===== src/design/htqp_pkg.sv =====
// Shared types, constants and helpers of the quadratic-probe hash table.
package htqp_pkg;

   // Slot count of the table; it must be a power of two between 2 and 4096.
   localparam int TBL_SLOTS  = 16;
   localparam int SLOT_BITS  = $clog2(TBL_SLOTS);
   localparam int KEY_BITS   = 31;
   localparam int VALUE_BITS = 32;
   localparam int ENTRY_BITS = KEY_BITS + VALUE_BITS;
   localparam int SLOT_FIELD_BITS = 4;

   typedef enum logic [2:0] {
      STATUS_INSERTED  = 3'd0,
      STATUS_UPDATED   = 3'd1,
      STATUS_FULL      = 3'd2,
      STATUS_FOUND     = 3'd3,
      STATUS_NOT_FOUND = 3'd4
   } status_type;

   typedef enum logic {
      REQ_INSERT = 1'b0,
      REQ_SEARCH = 1'b1
   } req_kind_type;

   typedef struct packed {
      logic                  req_type;
      logic [KEY_BITS-1:0]   key;
      logic [VALUE_BITS-1:0] value;
   } req_word_type;

   typedef struct packed {
      logic [2:0]                 status;
      logic [VALUE_BITS-1:0]      found_value;
      logic [SLOT_FIELD_BITS-1:0] slot;
   } rsp_word_type;

   // The reported slot field carries the low bits of the slot number.
   function automatic logic [SLOT_FIELD_BITS-1:0] slot_field(
      input logic [SLOT_BITS-1:0] idx
   );
      logic [SLOT_BITS+SLOT_FIELD_BITS-1:0] wide;
      wide = (SLOT_BITS + SLOT_FIELD_BITS)'(idx);
      return wide[SLOT_FIELD_BITS-1:0];
   endfunction

endpackage


===== src/design/htqp_ram.sv =====
// Generic single-port-write, single-port-read RAM with a registered read.
module htqp_ram #(
   parameter int WIDTH = 8,
   parameter int DEPTH = 16
) (
   input  logic                     clock,
   input  logic                     wr_en,
   input  logic [$clog2(DEPTH)-1:0] wr_addr,
   input  logic [WIDTH-1:0]         wr_data,
   input  logic [$clog2(DEPTH)-1:0] rd_addr,
   output logic [WIDTH-1:0]         rd_data
);

   logic [WIDTH-1:0] mem_ff [DEPTH];
   logic [WIDTH-1:0] rd_data_ff;

   always_ff @(posedge clock) begin
      if (wr_en) begin
         mem_ff[wr_addr] <= wr_data;
      end
      rd_data_ff <= mem_ff[rd_addr];
   end

   assign rd_data = rd_data_ff;

endmodule


===== src/design/hash_table_quadratic_probe.sv =====
// Top level of the open-addressing key/value table with quadratic probing.
//
// Each request word either inserts (or updates) a key with a 32-bit value, or
// searches for a key, and yields exactly one response word. The home slot is
// the low bits of the key, and probe i visits (home + i*i) modulo the slot
// count. A walk stops at an empty slot, at a matching key, or when it comes
// back to the home slot, which reports the table as full or the key as not
// found. Keys and values live in one synchronous RAM with a registered read;
// the occupied flags are flip-flops cleared by reset, so the table is usable
// as soon as reset ends. The block works on one request at a time: the
// request is taken, and its slots are then probed one after another,
// because the single RAM read port delivers one stored entry per cycle.
// The walk comes back home at the first i for which i*i is a multiple of the
// slot count; with 16 slots that is i = 4, so a walk probes at most 4 slots.
// Its response is registered at the end of the last probe. The response
// register lets the next request in while an earlier response is still held
// by a stalled consumer; a walk that finishes while that register is still
// full waits in place until it drains.
module hash_table_quadratic_probe (
   input  logic                  clock,
   input  logic                  reset,
   input  logic                  req_valid,
   output logic                  req_stall,
   input  htqp_pkg::req_word_type req_word,
   output logic                  rsp_valid,
   input  logic                  rsp_stall,
   output htqp_pkg::rsp_word_type rsp_word
);

   typedef enum logic [1:0] {
      ST_IDLE  = 2'b01,
      ST_PROBE = 2'b10
   } state_type;

   state_type state_ff, state_in;

   // Request held for the length of the walk.
   logic                              is_search_ff;
   logic [htqp_pkg::KEY_BITS-1:0]     key_ff;
   logic [htqp_pkg::VALUE_BITS-1:0]   value_ff;
   logic [htqp_pkg::SLOT_BITS-1:0]    home_ff;

   // Probe position. sq_ff holds i*i and odd_ff holds 2i+1 for the next
   // probe, both modulo the slot count, so the square is built by adds.
   logic [htqp_pkg::SLOT_BITS-1:0]    idx_ff, idx_in;
   logic [htqp_pkg::SLOT_BITS-1:0]    sq_ff, sq_in;
   logic [htqp_pkg::SLOT_BITS-1:0]    odd_ff, odd_in;

   logic [htqp_pkg::TBL_SLOTS-1:0]    used_ff, used_in;

   logic                              rsp_valid_ff, rsp_valid_in;
   htqp_pkg::rsp_word_type            rsp_word_ff, rsp_word_in;

   // RAM ports.
   logic                              ram_wr_en;
   logic [htqp_pkg::SLOT_BITS-1:0]    ram_rd_addr;
   logic [htqp_pkg::ENTRY_BITS-1:0]   ram_wr_data;
   logic [htqp_pkg::ENTRY_BITS-1:0]   ram_rd_data;

   logic                              accept;
   logic                              out_free;
   logic                              slot_used;
   logic                              key_match;
   logic [htqp_pkg::SLOT_BITS-1:0]    next_idx;
   logic                              wrapped;
   logic                              cont;
   logic                              finish;
   logic [htqp_pkg::KEY_BITS-1:0]     rd_key;
   logic [htqp_pkg::VALUE_BITS-1:0]   rd_value;

   htqp_ram #(
      .WIDTH (htqp_pkg::ENTRY_BITS),
      .DEPTH (htqp_pkg::TBL_SLOTS)
   ) u_entry_ram (
      .clock   (clock),
      .wr_en   (ram_wr_en),
      .wr_addr (idx_ff),
      .wr_data (ram_wr_data),
      .rd_addr (ram_rd_addr),
      .rd_data (ram_rd_data)
   );

   assign rd_key   = ram_rd_data[htqp_pkg::ENTRY_BITS-1 -: htqp_pkg::KEY_BITS];
   assign rd_value = ram_rd_data[htqp_pkg::VALUE_BITS-1:0];
   assign ram_wr_data = {key_ff, value_ff};

   assign req_stall = (state_ff != ST_IDLE);
   assign accept    = req_valid && (state_ff == ST_IDLE);
   assign out_free  = !rsp_valid_ff || !rsp_stall;

   // Evaluation of the entry read in the previous cycle.
   assign slot_used = used_ff[idx_ff];
   assign key_match = (rd_key == key_ff);
   assign next_idx  = home_ff + sq_ff;
   assign wrapped   = (next_idx == home_ff);
   assign cont      = (state_ff == ST_PROBE) && slot_used && !key_match && !wrapped;
   assign finish    = (state_ff == ST_PROBE) && !cont && out_free;

   // A continuing walk reads the next slot at once; a walk that waits for
   // the response register keeps reading the same slot so its data holds.
   always_comb begin
      if (state_ff == ST_IDLE) begin
         ram_rd_addr = req_word.key[htqp_pkg::SLOT_BITS-1:0];
      end else if (cont) begin
         ram_rd_addr = next_idx;
      end else begin
         ram_rd_addr = idx_ff;
      end
   end

   always_comb begin
      state_in     = state_ff;
      idx_in       = idx_ff;
      sq_in        = sq_ff;
      odd_in       = odd_ff;
      used_in      = used_ff;
      rsp_valid_in = rsp_valid_ff && rsp_stall;
      rsp_word_in  = rsp_word_ff;
      ram_wr_en    = 1'b0;

      case (state_ff)
         ST_IDLE: begin
            if (accept) begin
               state_in = ST_PROBE;
               idx_in   = req_word.key[htqp_pkg::SLOT_BITS-1:0];
               sq_in    = htqp_pkg::SLOT_BITS'(1);
               odd_in   = htqp_pkg::SLOT_BITS'(3);
            end
         end
         ST_PROBE: begin
            if (cont) begin
               idx_in = next_idx;
               sq_in  = sq_ff + odd_ff;
               odd_in = odd_ff + htqp_pkg::SLOT_BITS'(2);
            end else if (finish) begin
               state_in                = ST_IDLE;
               rsp_valid_in            = 1'b1;
               rsp_word_in.found_value = '0;
               rsp_word_in.slot        = '0;
               if (slot_used && key_match) begin
                  rsp_word_in.slot = htqp_pkg::slot_field(idx_ff);
                  if (is_search_ff == htqp_pkg::REQ_SEARCH) begin
                     rsp_word_in.status      = htqp_pkg::STATUS_FOUND;
                     rsp_word_in.found_value = rd_value;
                  end else begin
                     rsp_word_in.status = htqp_pkg::STATUS_UPDATED;
                     ram_wr_en          = 1'b1;
                  end
               end else if (slot_used) begin
                  // The walk came back to the home slot.
                  if (is_search_ff == htqp_pkg::REQ_SEARCH) begin
                     rsp_word_in.status = htqp_pkg::STATUS_NOT_FOUND;
                  end else begin
                     rsp_word_in.status = htqp_pkg::STATUS_FULL;
                  end
               end else begin
                  if (is_search_ff == htqp_pkg::REQ_SEARCH) begin
                     rsp_word_in.status = htqp_pkg::STATUS_NOT_FOUND;
                  end else begin
                     rsp_word_in.status = htqp_pkg::STATUS_INSERTED;
                     rsp_word_in.slot   = htqp_pkg::slot_field(idx_ff);
                     ram_wr_en          = 1'b1;
                     used_in[idx_ff]    = 1'b1;
                  end
               end
            end
         end
         default: begin
            state_in = ST_IDLE;
         end
      endcase
   end

   always_ff @(posedge clock) begin
      if (reset) begin
         state_ff     <= ST_IDLE;
         used_ff      <= '0;
         rsp_valid_ff <= 1'b0;
      end else begin
         state_ff     <= state_in;
         used_ff      <= used_in;
         rsp_valid_ff <= rsp_valid_in;
      end
   end

   always_ff @(posedge clock) begin
      if (accept) begin
         is_search_ff <= req_word.req_type;
         key_ff       <= req_word.key;
         value_ff     <= req_word.value;
         home_ff      <= req_word.key[htqp_pkg::SLOT_BITS-1:0];
      end
      idx_ff      <= idx_in;
      sq_ff       <= sq_in;
      odd_ff      <= odd_in;
      rsp_word_ff <= rsp_word_in;
   end

   assign rsp_valid = rsp_valid_ff;
   assign rsp_word  = rsp_word_ff;

endmodule

===== config.mk =====
export PLATFORM = sky130hd
export DESIGN_NAME = hash_table_quadratic_probe
export DESIGN_NICKNAME = d
export VERILOG_FILES = /design/src/design/htqp_pkg.sv /design/src/design/htqp_ram.sv /design/src/design/hash_table_quadratic_probe.sv
export SDC_FILE = /design/constraint.sdc
export NUM_CORES = 2
export LEC_CHECK = 0
export BUFFER_PORTS_ARGS = -buffer_cell sky130_fd_sc_hd__buf_4
export CAP_MARGIN = 25
export CORE_UTILIZATION = 55
export CTS_CLUSTER_DIAMETER = 60
export CTS_CLUSTER_SIZE = 8
export DETAILED_ROUTE_END_ITERATION = 12
export PLACE_DENSITY = 0.72
export SYNTH_ARGS = -nofsm -noshare
export SYNTH_HDL_FRONTEND = slang
export SYNTH_SLANG_ARGS = --single-unit

===== constraint.sdc =====
create_clock -name clock -period 7.1 [get_ports clock]
set_clock_uncertainty 0.2 [all_clocks]
set_input_delay 0.355 -clock clock [delete_from_list [all_inputs] [get_ports clock]]
set_output_delay 0.355 -clock clock [all_outputs]
set_load 0.01 [all_outputs]

==> flow_summary.json <==
{
  "status": "finished clean",
  "grt_usage_pct": 25.0,
  "cts_resized": 0,
  "cp_cell_sequence": "xor2_1, nor4_1, nand4_1, o211a_1, and3_4, a211oi_1, or3_4, buf_4, o22ai_1, or4_1",
  "worst_setup_path_start_kind": "register",
  "power_density_mw_per_mm2": 316,
  "hpwlAfterDp_um": 50400,
  "grt_pass1_vias": 23622,
  "finalHoldViolations": 0,
  "cts_made_buffers": 169,
  "rsz0062_at_grt": "false",
  "cts.sinks": 1204,
  "worst-path-stages": 10,
  "syn_area_sq_mm": 0.0447,
  "synthesis.nets": 2474,
  "drc": 0,
  "postPlaceCellArea_sq_mm": 0.0471,
  "clockRootBuffer": "clkbuf_16",
  "cts_tree": "done",
  "port_buffers": 108,
  "grt_pass1_wl_um": 149000,
  "setup_violations": 0,
  "vias": 23822,
  "die_w_um": 287,
  "period_share_pct": 76.0,
  "synth.distinct_cells": 50,
  "pin_count": 109,
  "clockBufferDepth": 3,
  "vias_per_cell": 6.15,
  "worst_pin_slew_ns": 1.07,
  "ff2ff_path_depth": 10,
  "pre_cts_slack_ns": 1.74,
  "drive_gt1_share_pct": 14.1,
  "slew_headroom_pct": 28.4,
  "path_class": "reg2reg",
  "area_delta_synth_final_pct": 18.0,
  "die_height_um": 287,
  "critPathMaxStageDelay_ns": 0.91,
  "final_cell_mix": "1,122 x edfxtp_1, 505 x mux2i_1, 252 x o22ai_1",
  "total_leakage_power_uw": 0.0187,
  "fill_cells": 5259,
  "synth-seq-area-share_pct": 79.1,
  "clk_latency_ns": 0.73,
  "grt-ovfl-total": 0,
  "ys_ff_latch": 1204,
  "place_congestion": 0.801,
  "grt_max_degree": 105,
  "initial_core_util_pct": 55.6,
  "synth_flop_cell": "edfxtp_1",
  "crit_path_end_kind": "register",
  "hold_path_class": "in2reg",
  "timing.setup.tns_ns": 0,
  "final_nets": 2761,
  "syn_area_per_cell_sq_um": 18.6,
  "crit_family": "simple AND/OR/NAND/NOR gates",
  "drtIter0Drc": 2553,
  "synth_edf_count": 1122,
  "multi_input_area_sq_mm": 0.00889,
  "maxSlewViolCount": 0,
  "cp.arrival_ns": 5.79,
  "fmaxAchievable_mhz": 185,
  "syn_inst": 2398,
  "clkTransAtPathRegs_ns": 0.05,
  "setup_slack_ns": 1.70,
  "fp-row-count": 104,
  "fin_crit_ns": 5.40,
  "cp_max_fo": 52,
  "critPathRequiredTime_ns": 7.49,
  "wl_per_cell_um": 26.7,
  "vdd_drop_max_mv": 0.217,
  "core-area_sq_mm": 0.0804,
  "antenna_found_initial": 0,
  "cp_slowest_cell": "or3_4",
  "htree_levels": 4,
  "final_common_cell": "edfxtp_1",
  "firstDrtPassIters": 6,
  "final_area_sq_mm": 0.0527,
  "antennaDiodeCount": 0,
  "detail-route-antenna-nets": 0,
  "maxCapViolations": 0,
  "drt_wl_total_um": 103000,
  "yosys_warnings": 0,
  "ff_latch_area_sq_mm": 0.0353,
  "die_area_sq_mm": 0.0824,
  "holdPathStages": 2,
  "async_flop_share_pct": 0,
  "critPathBufInv": 1
}
## metrics by stage
| stage | std cells | hold slack (ns) | utilization, % | total power [uW] |
|---|---|---|---|---|
| after floorplan | 2398 | 0.231 | - | 9000 |
| after global placement | 3501 | 0.244 | 58.5 | 9340 |
| after detailed placement | 3504 | 0.252 | 58.5 | 9370 |
| after CTS | 3869 | 0.0960 | 65.5 | 16700 |
| after global routing | 3871 | 0.117 | 65.6 | 17100 |
| final | 3871 | 0.129 | 65.6 | 16700 |
## state kept, by name, summed over array words and instances (netlist names), 2 cells and up
signal and flops:
sq_ff 4, idx_ff 4, odd_ff 3, key_ff 31, rsp_word 39, u_entry_ram.mem_ff 1008, value_ff 32, u_entry_ram.rd_data 63
used_ff 16, state_ff 2
## power by group
group / switching [uW] / internal (uW) / total [uW]
Clock: 2870 / 4530 / 7400
Sequential: 155 / 7950 / 8100
Combinational: 680 / 508 / 1190
## final cells by class
type | count | area share [%]
Multi-Input combinational cell | 1061 | 16.9
Inverter | 8 | 0.0593
Clock buffer | 282 | 8.92
Timing Repair Buffer | 241 | 4.20
Clock inverter | 15 | 0.444
Sequential cell | 1204 | 67.0
Tap cell | 1060 | 2.51
## synthesized netlist by cell type (2+ instances only)
| master | count | share of area [%] |
|---|---|---|
| and3_1 | 34 | 0.48 |
| fa_1 | 2 | 0.090 |
| mux2i_1 | 505 | 11 |
| o21ai_1 | 2 | 0.022 |
| inv_1 | 8 | 0.067 |
| mux4_2 | 4 | 0.20 |
| ha_1 | 6 | 0.17 |
| clkbuf_1 | 31 | 0.26 |
| nand4_1 | 2 | 0.028 |
| a21o_1 | 2 | 0.034 |
| nor4_1 | 7 | 0.098 |
| a21oi_1 | 15 | 0.17 |
| o22ai_1 | 252 | 3.5 |
| nand3_1 | 5 | 0.056 |
| nor2_1 | 45 | 0.38 |
| nor2b_1 | 8 | 0.11 |
| edfxtp_1 | 1122 | 75 |
| buf_6 | 5 | 0.13 |
| nand3_2 | 2 | 0.045 |
| buf_4 | 3 | 0.050 |
| nor3_1 | 8 | 0.090 |
| xor2_1 | 33 | 0.65 |
| o31a_1 | 2 | 0.039 |
| nand2b_1 | 2 | 0.028 |
| o21ai_0 | 4 | 0.045 |
| or3_1 | 4 | 0.056 |
| buf_2 | 77 | 0.86 |
| a31oi_1 | 8 | 0.11 |
| dfxtp_1 | 82 | 3.7 |
| xnor2_1 | 5 | 0.098 |
| a211oi_1 | 2 | 0.034 |
| nand2_1 | 22 | 0.18 |
| or4_1 | 63 | 1.1 |
| buf_1 | 9 | 0.076 |
| a211o_1 | 2 | 0.039 |
## cell families after synthesis
family          Yosys count  synth area share (%)
compound gates          299                  4.25
xor+xnor                 38                 0.745
fa+ha+maj                 8                 0.258
buf+inv                 133                  1.44
flops                  1204                  79.1
mux                     510                  11.5
simple gates            206                  2.68
## routing by layer
| metal | routed length [um] | vias up | share of wire [%] | GRT usage (%) |
|---|---|---|---|---|
| met4 | 2500 | 0 | 2.4 | 8.30 |
| li1 | - | 10284 | - | - |
| met2 | 49000 | 1213 | 48 | 39.3 |
| met3 | 9110 | 193 | 8.8 | 5.19 |
| met5 | 0 | - | 0 | 0 |
| met1 | 42500 | 12132 | 41 | 35.0 |
## what timing repair did
action                                  CTS  global route
hold endpoints to repair                 91             0
endpoints found under the setup margin    0             0
hold buffers                             68             0
buffers inserted                          0             0
## path summary, 6_finish.rpt
path	start	endpoint	slack (ns)
max reg2reg	key_ff[11]	u_entry_ram.rd_data[59]	1.70
min reg2reg	used_ff[10]	used_ff[10]	0.26
min	req_word[20]	value_ff[20]	0.13
max	key_ff[11]	u_entry_ram.rd_data[59]	1.70
No activity file was read; power rests on OpenSTA's default activity.
